## config.mk

```make
export PLATFORM = sky130hd
export DESIGN_NAME = char_display_bus_sequencer_top_flat
export DESIGN_NICKNAME = d
export VERILOG_FILES = /design/src/hw/rtl/cdbs_pkg.sv /design/src/hw/rtl/cdbs_cmd_if.sv /design/src/hw/rtl/cdbs_wr_if.sv /design/src/hw/rtl/cdbs_front.sv /design/src/hw/rtl/cdbs_queue.sv /design/src/hw/rtl/cdbs_back.sv /design/src/hw/rtl/char_display_bus_sequencer_top.sv /design/src/flat_wrapper.sv
export SDC_FILE = /design/constraint.sdc
export NUM_CORES = 1
export LEC_CHECK = 0
export BUFFER_PORTS_ARGS = -buffer_cell sky130_fd_sc_hd__buf_2
export CORE_UTILIZATION = 30
export CTS_CLUSTER_DIAMETER = 100
export CTS_CLUSTER_SIZE = 25
export DETAILED_ROUTE_END_ITERATION = 6
export SKIP_CTS_REPAIR_TIMING = 1
export SKIP_LAST_GASP = 1
export SYNTH_ARGS = -nofsm -noshare
export SYNTH_HDL_FRONTEND = slang
export SYNTH_SLANG_ARGS = --single-unit
```

## constraint.sdc

```tcl
create_clock -name i_clk -period 4.1 [get_ports i_clk]
set_input_delay 0.205 -clock i_clk [delete_from_list [all_inputs] [get_ports i_clk]]
set_output_delay 0.205 -clock i_clk [all_outputs]
set_load 0.02 [all_outputs]
```

## src/hw/rtl/cdbs_pkg.sv

```systemverilog
// Shared types, constants and helper functions for the character display
// bus sequencer. No dependencies; every file but the two interfaces uses it by scoped names.
`default_nettype none

package cdbs_pkg;

    localparam int PAUSE_W   = 16;
    localparam int Q_DEPTH   = 4;
    localparam int Q_PTR_W   = $clog2(Q_DEPTH);

    localparam logic [7:0] REG_DIR_A  = 8'h00;
    localparam logic [7:0] REG_DIR_B  = 8'h01;
    localparam logic [7:0] REG_PORT_A = 8'h12;
    localparam logic [7:0] REG_PORT_B = 8'h13;

    localparam logic [7:0] BYTE_CLEAR     = 8'h01;
    localparam logic [7:0] BYTE_SET_DDRAM = 8'h80;
    localparam logic [7:0] CURSOR_MAX     = 8'h27;
    localparam logic [7:0] CURSOR_SKIP    = 8'h40 - 8'h28;

    localparam logic [PAUSE_W-1:0] INIT_PAUSE_RST  = 16'd10000;
    localparam logic [PAUSE_W-1:0] CLEAR_PAUSE_RST = 16'd2000;

    // prelude writes of init: dir A, dir B, port A, port B, port B
    localparam logic [2:0] PRE_LAST  = 3'd4;
    // eight setup bytes follow the prelude
    localparam logic [2:0] INIT_LAST = 3'd7;

    typedef enum logic [1:0] {
        OP_INIT   = 2'd0,
        OP_CLEAR  = 2'd1,
        OP_CURSOR = 2'd2,
        OP_WRITE  = 2'd3
    } t_opcode;

    typedef enum logic {
        CFG_INIT_PAUSE  = 1'b0,
        CFG_CLEAR_PAUSE = 1'b1
    } t_cfg_idx;

    typedef enum logic [1:0] {
        WT_NONE,
        WT_INIT,
        WT_CLEAR
    } t_wait_sel;

    typedef enum logic {
        KIND_BYTE,
        KIND_INIT
    } t_kind;

    typedef enum logic [2:0] {
        BK_IDLE,
        BK_PRE,
        BK_MODE,
        BK_EN,
        BK_DATA,
        BK_CLR
    } t_bk_state;

    typedef struct packed {
        t_kind      kind;
        logic       need_mode;
        logic       mode;
        logic [7:0] data;
        t_wait_sel  wsel;
    } t_entry;

    typedef struct packed {
        logic   push;
        t_entry entry;
    } t_qpush;

    typedef struct packed {
        logic   empty;
        t_entry entry;
    } t_qhead;

    typedef struct packed {
        logic [PAUSE_W-1:0] init_pause;
        logic [PAUSE_W-1:0] clear_pause;
    } t_pause;

    function automatic logic [7:0] init_byte(input logic [2:0] idx);
        logic [7:0] b;
        case (idx)
            3'd0, 3'd1, 3'd2: b = 8'h30;
            3'd3:             b = 8'h38;
            3'd4:             b = 8'h10;
            3'd5:             b = BYTE_CLEAR;
            3'd6:             b = 8'h06;
            default:          b = 8'h0C;
        endcase
        return b;
    endfunction

    function automatic t_wait_sel init_wait(input logic [2:0] idx);
        t_wait_sel w;
        case (idx)
            3'd0, 3'd1, 3'd2: w = WT_INIT;
            3'd5:             w = WT_CLEAR;
            default:          w = WT_NONE;
        endcase
        return w;
    endfunction

    function automatic t_bk_state first_state(input t_entry e);
        t_bk_state s;
        if (e.kind == KIND_INIT) begin
            s = BK_PRE;
        end else if (e.need_mode) begin
            s = BK_MODE;
        end else begin
            s = BK_EN;
        end
        return s;
    endfunction

endpackage

`default_nettype wire

```

## src/hw/rtl/cdbs_cmd_if.sv

```systemverilog
// Command channel: valid/ready handshake carrying opcode and payload.
// Depends on nothing.
`default_nettype none

interface cdbs_cmd_if;
    logic       valid;
    logic       ready;
    logic [1:0] opcode;
    logic [7:0] payload;

    modport source (output valid, output opcode, output payload, input ready);
    modport sink   (input valid, input opcode, input payload, output ready);
endinterface

`default_nettype wire

```

## src/hw/rtl/cdbs_wr_if.sv

```systemverilog
// Expander write channel: valid/ready handshake carrying one register write.
// Depends on nothing.
`default_nettype none

interface cdbs_wr_if;
    logic        valid;
    logic        ready;
    logic [7:0]  dest_reg;
    logic [7:0]  reg_value;
    logic [15:0] wait_us;
    logic        last;

    modport source (output valid, output dest_reg, output reg_value,
                    output wait_us, output last, input ready);
    modport sink   (input valid, input dest_reg, input reg_value,
                    input wait_us, input last, output ready);
endinterface

`default_nettype wire

```

## src/hw/rtl/cdbs_front.sv

```systemverilog
// Front end: accepts commands, tracks register-select mode, builds queue entries.
// Depends on cdbs_pkg and cdbs_cmd_if.
`default_nettype none

module cdbs_front (
    input  wire                i_clk,
    input  wire                i_rst_n,
    cdbs_cmd_if.sink           i_cmd,
    input  wire                i_q_full,
    output cdbs_pkg::t_qpush   o_qpush
);

    logic             r_rs_mode;
    logic             n_rs_mode;
    logic             accept;
    logic [7:0]       pos;
    cdbs_pkg::t_entry entry;

    assign i_cmd.ready = !i_q_full;
    assign accept      = i_cmd.valid && !i_q_full;

    always_comb begin
        pos             = i_cmd.payload;
        entry.kind      = cdbs_pkg::KIND_BYTE;
        entry.need_mode = 1'b0;
        entry.mode      = 1'b0;
        entry.data      = i_cmd.payload;
        entry.wsel      = cdbs_pkg::WT_NONE;
        n_rs_mode       = 1'b0;
        // jump past the hidden tail of line one into line two
        if (i_cmd.payload > cdbs_pkg::CURSOR_MAX) begin
            pos = i_cmd.payload + cdbs_pkg::CURSOR_SKIP;
        end
        case (cdbs_pkg::t_opcode'(i_cmd.opcode))
            cdbs_pkg::OP_INIT: begin
                entry.kind = cdbs_pkg::KIND_INIT;
            end
            cdbs_pkg::OP_CLEAR: begin
                entry.need_mode = r_rs_mode;
                entry.data      = cdbs_pkg::BYTE_CLEAR;
                entry.wsel      = cdbs_pkg::WT_CLEAR;
            end
            cdbs_pkg::OP_CURSOR: begin
                entry.need_mode = r_rs_mode;
                entry.data      = cdbs_pkg::BYTE_SET_DDRAM | pos;
            end
            default: begin
                entry.need_mode = !r_rs_mode;
                entry.mode      = 1'b1;
                n_rs_mode       = 1'b1;
            end
        endcase
    end

    assign o_qpush.push  = accept;
    assign o_qpush.entry = entry;

    always_ff @(posedge i_clk) begin
        if (!i_rst_n) begin
            r_rs_mode <= 1'b0;
        end else if (accept) begin
            r_rs_mode <= n_rs_mode;
        end
    end

endmodule

`default_nettype wire

```

## src/hw/rtl/cdbs_queue.sv

```systemverilog
// Small FIFO of decoded commands between front end and write sequencer.
// Depends on cdbs_pkg.
`default_nettype none

module cdbs_queue (
    input  wire               i_clk,
    input  wire               i_rst_n,
    input  cdbs_pkg::t_qpush  i_qpush,
    input  wire               i_pop,
    output logic              o_full,
    output cdbs_pkg::t_qhead  o_head
);

    cdbs_pkg::t_entry                 r_mem [cdbs_pkg::Q_DEPTH];
    logic [cdbs_pkg::Q_PTR_W-1:0]     r_wp;
    logic [cdbs_pkg::Q_PTR_W-1:0]     r_rp;
    logic [cdbs_pkg::Q_PTR_W:0]       r_cnt;
    logic                             do_push;
    logic                             do_pop;

    assign o_full       = (r_cnt == (cdbs_pkg::Q_PTR_W+1)'(cdbs_pkg::Q_DEPTH));
    assign o_head.empty = (r_cnt == '0);
    assign o_head.entry = r_mem[r_rp];
    assign do_push      = i_qpush.push && !o_full;
    assign do_pop       = i_pop && !o_head.empty;

    always_ff @(posedge i_clk) begin
        if (do_push) begin
            r_mem[r_wp] <= i_qpush.entry;
        end
    end

    always_ff @(posedge i_clk) begin
        if (!i_rst_n) begin
            r_wp  <= '0;
            r_rp  <= '0;
            r_cnt <= '0;
        end else begin
            if (do_push) begin
                r_wp <= r_wp + 1'b1;
            end
            if (do_pop) begin
                r_rp <= r_rp + 1'b1;
            end
            case ({do_push, do_pop})
                2'b10:   r_cnt <= r_cnt + 1'b1;
                2'b01:   r_cnt <= r_cnt - 1'b1;
                default: r_cnt <= r_cnt;
            endcase
        end
    end

endmodule

`default_nettype wire

```

## src/hw/rtl/cdbs_back.sv

```systemverilog
// Write sequencer: expands queued commands into expander register writes
// behind an output register. Depends on cdbs_pkg and cdbs_wr_if.
`default_nettype none

module cdbs_back (
    input  wire                i_clk,
    input  wire                i_rst_n,
    input  cdbs_pkg::t_qhead   i_head,
    input  cdbs_pkg::t_pause   i_pause,
    output logic               o_pop,
    cdbs_wr_if.source          o_wr
);

    cdbs_pkg::t_bk_state  r_state, n_state;
    cdbs_pkg::t_entry     r_cur, n_cur;
    logic [2:0]           r_pre, n_pre;
    logic [2:0]           r_idx, n_idx;

    logic                 r_ov;
    logic [7:0]           r_addr;
    logic [7:0]           r_val;
    logic [15:0]          r_wait;
    logic                 r_last;

    logic                 adv;
    logic [7:0]           w_addr;
    logic [7:0]           w_val;
    cdbs_pkg::t_wait_sel  w_sel;
    logic                 w_last;
    logic [15:0]          w_wait;

    assign adv = (r_state != cdbs_pkg::BK_IDLE) && (!r_ov || o_wr.ready);

    always_comb begin
        n_state = r_state;
        n_cur   = r_cur;
        n_pre   = r_pre;
        n_idx   = r_idx;
        o_pop   = 1'b0;
        w_addr  = cdbs_pkg::REG_PORT_B;
        w_val   = 8'h00;
        w_sel   = cdbs_pkg::WT_NONE;
        w_last  = 1'b0;
        case (r_state)
            cdbs_pkg::BK_IDLE: begin
                if (!i_head.empty) begin
                    o_pop   = 1'b1;
                    n_cur   = i_head.entry;
                    n_state = cdbs_pkg::first_state(i_head.entry);
                    n_pre   = '0;
                    n_idx   = '0;
                end
            end
            cdbs_pkg::BK_PRE: begin
                case (r_pre)
                    3'd0:    w_addr = cdbs_pkg::REG_DIR_A;
                    3'd1:    w_addr = cdbs_pkg::REG_DIR_B;
                    3'd2:    w_addr = cdbs_pkg::REG_PORT_A;
                    default: w_addr = cdbs_pkg::REG_PORT_B;
                endcase
                if (adv) begin
                    if (r_pre == cdbs_pkg::PRE_LAST) begin
                        n_state = cdbs_pkg::BK_EN;
                    end else begin
                        n_pre = r_pre + 3'd1;
                    end
                end
            end
            cdbs_pkg::BK_MODE: begin
                w_val = {7'b0, r_cur.mode};
                if (adv) begin
                    n_state = cdbs_pkg::BK_EN;
                end
            end
            cdbs_pkg::BK_EN: begin
                w_val = {6'b0, 1'b1, r_cur.mode};
                if (adv) begin
                    n_state = cdbs_pkg::BK_DATA;
                end
            end
            cdbs_pkg::BK_DATA: begin
                w_addr = cdbs_pkg::REG_PORT_A;
                w_val  = (r_cur.kind == cdbs_pkg::KIND_INIT) ?
                         cdbs_pkg::init_byte(r_idx) : r_cur.data;
                if (adv) begin
                    n_state = cdbs_pkg::BK_CLR;
                end
            end
            cdbs_pkg::BK_CLR: begin
                w_val = {7'b0, r_cur.mode};
                if (r_cur.kind == cdbs_pkg::KIND_INIT) begin
                    w_sel  = cdbs_pkg::init_wait(r_idx);
                    w_last = (r_idx == cdbs_pkg::INIT_LAST);
                end else begin
                    w_sel  = r_cur.wsel;
                    w_last = 1'b1;
                end
                if (adv) begin
                    if (!w_last) begin
                        n_idx   = r_idx + 3'd1;
                        n_state = cdbs_pkg::BK_EN;
                    end else if (!i_head.empty) begin
                        // chain straight into the next command
                        o_pop   = 1'b1;
                        n_cur   = i_head.entry;
                        n_state = cdbs_pkg::first_state(i_head.entry);
                        n_pre   = '0;
                        n_idx   = '0;
                    end else begin
                        n_state = cdbs_pkg::BK_IDLE;
                    end
                end
            end
            default: begin
                n_state = cdbs_pkg::BK_IDLE;
            end
        endcase
    end

    always_comb begin
        case (w_sel)
            cdbs_pkg::WT_INIT:  w_wait = i_pause.init_pause;
            cdbs_pkg::WT_CLEAR: w_wait = i_pause.clear_pause;
            default:            w_wait = '0;
        endcase
    end

    always_ff @(posedge i_clk) begin
        if (!i_rst_n) begin
            r_state <= cdbs_pkg::BK_IDLE;
            r_pre   <= '0;
            r_idx   <= '0;
            r_ov    <= 1'b0;
        end else begin
            r_state <= n_state;
            r_pre   <= n_pre;
            r_idx   <= n_idx;
            if (adv) begin
                r_ov <= 1'b1;
            end else if (o_wr.ready) begin
                r_ov <= 1'b0;
            end
        end
    end

    always_ff @(posedge i_clk) begin
        r_cur <= n_cur;
        if (adv) begin
            r_addr <= w_addr;
            r_val  <= w_val;
            r_wait <= w_wait;
            r_last <= w_last;
        end
    end

    assign o_wr.valid     = r_ov;
    assign o_wr.dest_reg  = r_addr;
    assign o_wr.reg_value = r_val;
    assign o_wr.wait_us   = r_wait;
    assign o_wr.last      = r_last;

endmodule

`default_nettype wire

```

## src/hw/rtl/char_display_bus_sequencer_top.sv

```systemverilog
// Top level of the character display bus sequencer: config registers and wiring.
// Depends on cdbs_pkg, cdbs_cmd_if, cdbs_wr_if, cdbs_front, cdbs_queue, cdbs_back.
`default_nettype none

// Each command on i_cmd becomes a burst of expander register writes on o_wr,
// the final one flagged by last and each carrying the pause to observe after it.
// A command lands in a four-entry command queue; the front end keeps
// accepting while the queue has room. The write sequencer drains the queue at
// one write per cycle while o_wr is taken: clear, set cursor and write
// character produce three writes, or four when the register-select mode
// changes, and init produces 29. Throughput of ordinary commands is set by
// the single write port of the sequencer. Pause values are written through
// i_cfg_* (index 0 init pause, 1 clear pause); the user must write them only
// while the block is idle, and the block itself does not enforce this.

module char_display_bus_sequencer_top (
    input  wire          i_clk,
    input  wire          i_rst_n,
    cdbs_cmd_if.sink     i_cmd,
    cdbs_wr_if.source    o_wr,
    input  wire          i_cfg_we,
    input  wire          i_cfg_idx,
    input  wire [15:0]   i_cfg_data
);

    cdbs_pkg::t_pause  r_pause;
    cdbs_pkg::t_qpush  qpush;
    cdbs_pkg::t_qhead  qhead;
    logic              q_full;
    logic              q_pop;

    always_ff @(posedge i_clk) begin
        if (!i_rst_n) begin
            r_pause.init_pause  <= cdbs_pkg::INIT_PAUSE_RST;
            r_pause.clear_pause <= cdbs_pkg::CLEAR_PAUSE_RST;
        end else if (i_cfg_we) begin
            case (cdbs_pkg::t_cfg_idx'(i_cfg_idx))
                cdbs_pkg::CFG_INIT_PAUSE:  r_pause.init_pause  <= i_cfg_data;
                cdbs_pkg::CFG_CLEAR_PAUSE: r_pause.clear_pause <= i_cfg_data;
                default:                   r_pause <= r_pause;
            endcase
        end
    end

    cdbs_front u_front (
        .i_clk   (i_clk),
        .i_rst_n (i_rst_n),
        .i_cmd   (i_cmd),
        .i_q_full(q_full),
        .o_qpush (qpush)
    );

    cdbs_queue u_queue (
        .i_clk   (i_clk),
        .i_rst_n (i_rst_n),
        .i_qpush (qpush),
        .i_pop   (q_pop),
        .o_full  (q_full),
        .o_head  (qhead)
    );

    cdbs_back u_back (
        .i_clk   (i_clk),
        .i_rst_n (i_rst_n),
        .i_head  (qhead),
        .i_pause (r_pause),
        .o_pop   (q_pop),
        .o_wr    (o_wr)
    );

endmodule

`default_nettype wire

```

## src/flat_wrapper.sv

```systemverilog
// flat-port wrapper written by rule: the top's interface ports become plain ports
module char_display_bus_sequencer_top_flat 
  (i_clk, i_rst_n, i_cfg_we, i_cfg_idx, i_cfg_data, i_cmd_valid, i_cmd_opcode, i_cmd_payload, i_cmd_ready, o_wr_valid, o_wr_dest_reg, o_wr_reg_value, o_wr_wait_us, o_wr_last, o_wr_ready);
  cdbs_cmd_if i_cmd_i ();
  cdbs_wr_if o_wr_i ();
  input  wire i_clk;
  input  wire i_rst_n;
  input  wire i_cfg_we;
  input  wire i_cfg_idx;
  input  wire [15:0] i_cfg_data;
  input wire logic [$bits(i_cmd_i.valid)-1:0] i_cmd_valid;
  input wire logic [$bits(i_cmd_i.opcode)-1:0] i_cmd_opcode;
  input wire logic [$bits(i_cmd_i.payload)-1:0] i_cmd_payload;
  output wire logic [$bits(i_cmd_i.ready)-1:0] i_cmd_ready;
  output wire logic [$bits(o_wr_i.valid)-1:0] o_wr_valid;
  output wire logic [$bits(o_wr_i.dest_reg)-1:0] o_wr_dest_reg;
  output wire logic [$bits(o_wr_i.reg_value)-1:0] o_wr_reg_value;
  output wire logic [$bits(o_wr_i.wait_us)-1:0] o_wr_wait_us;
  output wire logic [$bits(o_wr_i.last)-1:0] o_wr_last;
  input wire logic [$bits(o_wr_i.ready)-1:0] o_wr_ready;
  assign i_cmd_i.valid = i_cmd_valid;
  assign i_cmd_i.opcode = i_cmd_opcode;
  assign i_cmd_i.payload = i_cmd_payload;
  assign i_cmd_ready = i_cmd_i.ready;
  assign o_wr_valid = o_wr_i.valid;
  assign o_wr_dest_reg = o_wr_i.dest_reg;
  assign o_wr_reg_value = o_wr_i.reg_value;
  assign o_wr_wait_us = o_wr_i.wait_us;
  assign o_wr_last = o_wr_i.last;
  assign o_wr_i.ready = o_wr_ready;
  char_display_bus_sequencer_top u_core (.i_clk(i_clk), .i_rst_n(i_rst_n), .i_cmd(i_cmd_i), .o_wr(o_wr_i), .i_cfg_we(i_cfg_we), .i_cfg_idx(i_cfg_idx), .i_cfg_data(i_cfg_data));
endmodule
```

==> metrics.csv <==
metric,value,unit
outcome,"complete, no violations",
period utilisation layout,59.0,%
Worst VDD drop,321,uV
Placed Cells,812,
CTS tree,done,
clk_skew,9.60,ps
Psw,1510,uW
Initial Util,30.8,%
Synth Cell Area,6050,um^2
measured slew at the worst slew-check pin,1280,ps
largest reg by FF count,u_core.u_queue.r_mem,
Std-Cell Rows,51,
Hold Slack,15.3,ps
Slew headroom,14.2,%
H-tree depth,4,
gr ovfl total,0,
Clock Latency Late Sink,420,ps
CP arrival,2760,ps
worst path required time,4440,ps
Die Span X,144,um
global-route wire length before repair,19500,um
critical path class,flip-flop to flip-flop,
die area,20800,um^2
Ys Warns,0,
drt drc,0,
Ant. Diodes,0,
crit start category,flip-flop,
max reg flops,48,
Comb pwr share,25.5,%
pin count of the biggest net entering global routing,54,
"CTS clk-pin slew, worst paths",60,ps
worst-path maximum fanout,6,
DP HPWL,7920,um
vias,3926,
global placer's final weighted congestion,0.824,
clock sink count,138,
Layout Utilization,36.1,%
most frequent cells in the layout,"edfxtp_1 (86), nand2_1 (82), buf_2 (61), dfxtp_1 (52), nor2_1 (35)",
"antenna viol nets, final",0,
CTS root buffer,clkbuf_16,
Sw Share,32.8,%
Fmax,414,MHz
io pins,67,
CP endpoint kind,flip-flop,
final setup fails,0,
Num CTS Buffers,17,
Sequential Power Share,44.5,%
GRT Total Usage,12.4,%
cell type with the largest total area after synthesis,edfxtp_1,
core area,19700,um^2
async set-reset flop share out of synthesis,0,%
"Distinct cells, synth",52,
post-route minimum period,2420,ps
setup TNS,0,ps
vias in the first global route,3993,
Layout Nets,621,
Final Slew Violations,0,
WL per Instance,13.9,um
initial antenna violation count,0,
Clock Power Share,30.0,%
Pwr Density,650,nW/um^2
worst hold path type,input port to flip-flop,
Area growth syn-to-layout,17.2,%
DRT iter0 DRCs,349,
die height,144,um
Mapped Cells,515,
"EDFF count, synth",86,
Seq cells post-synth,138,
unrepaired setup endpoints after global routing,false,
drt via density,4.65,
Total Wirelength,11700,um
Finished Layout Cells,844,
share of cells above drive strength 1,19.5,%
"commonest non-fill, non-tap cell in the layout",edfxtp_1,
Final Power,4610,uW
Pint,3090,uW
input/output buffers,61,
top cell type's share of synthesized area,42.7,%
Max Cap Viol,0,
Leak,0.00264,uW
CTS max path bufs,2,
post-synthesis sequential area ratio,59.8,%
1st-pass router iterations,5,
average instance area after synthesis,11.8,um^2
"top cells by area, synth","edfxtp_1 (43%), dfxtp_1 (17%), nand2_1 (5.1%), ha_1 (4.5%), mux4_2 (4.5%)",
Final Hold Viols,0,
Main synth FF type,edfxtp_1,
per-layer routing:
layer	up-vias	global-route usage [%]	share of wire [%]
met5	-	0	0
met4	0	6.33	2.4
met3	23	3.31	5.0
met2	105	20.5	49
met1	1882	14.8	43
li1	1916	-	-
layout make-up:
class                   count  area, um^2
clock buffers              18         429
clock inverters            14         111
fillers                  1943       12600
inverters                  21        78.8
multi-input cells         326        2210
flip-flops and latches    138        3620
well taps                 265         332
repair buffers             62         313
cells in the mapped netlist (2+ instances only):
master     n
mux4_2    12
clkbuf_1  24
dfxtp_1   52
a21boi_0  24
nand3_1   15
buf_4      7
and3_1     6
o21ai_0    9
buf_2      2
a31oi_1    2
nand2_1   82
a22oi_1   16
mux2_2     2
a211oi_1   2
o22ai_1    6
nor3b_1    4
and2_1    10
nor2_1    36
edfxtp_1  86
nand2b_1   7
nor2b_1   10
or3_1      3
ha_1      22
nor4_1     2
a22o_1     2
nor3_1     6
a21oi_1    9
mux2i_1    9
inv_1     21
xnor2_1    5
power by group through the flow:
stage / logic, uW / clock network (uW) / registers (uW)
6_report: 1180 / 1380 / 2050
3_5_place_dp: 1190 / 0 / 2080
3_3_place_gp: 1160 / 0 / 2070
4_1_cts: 1190 / 1400 / 2060
5_1_grt: 1300 / 1470 / 2100
2_1_floorplan: 810 / 0 / 2120
cells by family after synthesis:
group | Yosys count | synth area share, %
buffers and inverters | 55 | 4.01
other | 1 | 0.0619
DFF | 138 | 59.8
xor gates and xnor gates | 6 | 0.992
AOI/OAI and AO/OA | 81 | 9.53
adders and majority gates | 23 | 4.88
and+or+nand+nor | 188 | 14.4
muxes | 23 | 6.32
worst max-delay path, cell delays in order, from the launching register on:
cell and delay, ps:
dfxtp_1 350, ha_1 250, ha_1 200, and2b_1 300, o31ai_2 100, nand2_2 180
nor2_1 80, fa_1 370, and3_1 150, mux2i_1 170, mux2i_1 190
path summary, 6_finish.rpt:
path	slack, ps	cells past startpoint	endpoint	from
worst max-delay path	1680	10	u_core.u_queue.r_cnt[2]	u_core.u_back.r_idx[0]
worst max register to register	1680	10	u_core.u_queue.r_cnt[2]	u_core.u_back.r_idx[0]
worst min-delay path	20	3	u_core.r_pause[25]	i_cfg_data[9]
worst min register to register	470	2	u_core.r_pause[31]	u_core.r_pause[31]
through the flow:
step / worst slack [ps] / area (um^2)
after floorplan: 1730 / 6070
after global placement: 1770 / 6550
after detailed placement: 1700 / 6550
after CTS: 1670 / 7090
after global routing: 1490 / 7090
final: 1680 / 7090
No activity file was read; power rests on OpenSTA's default activity.
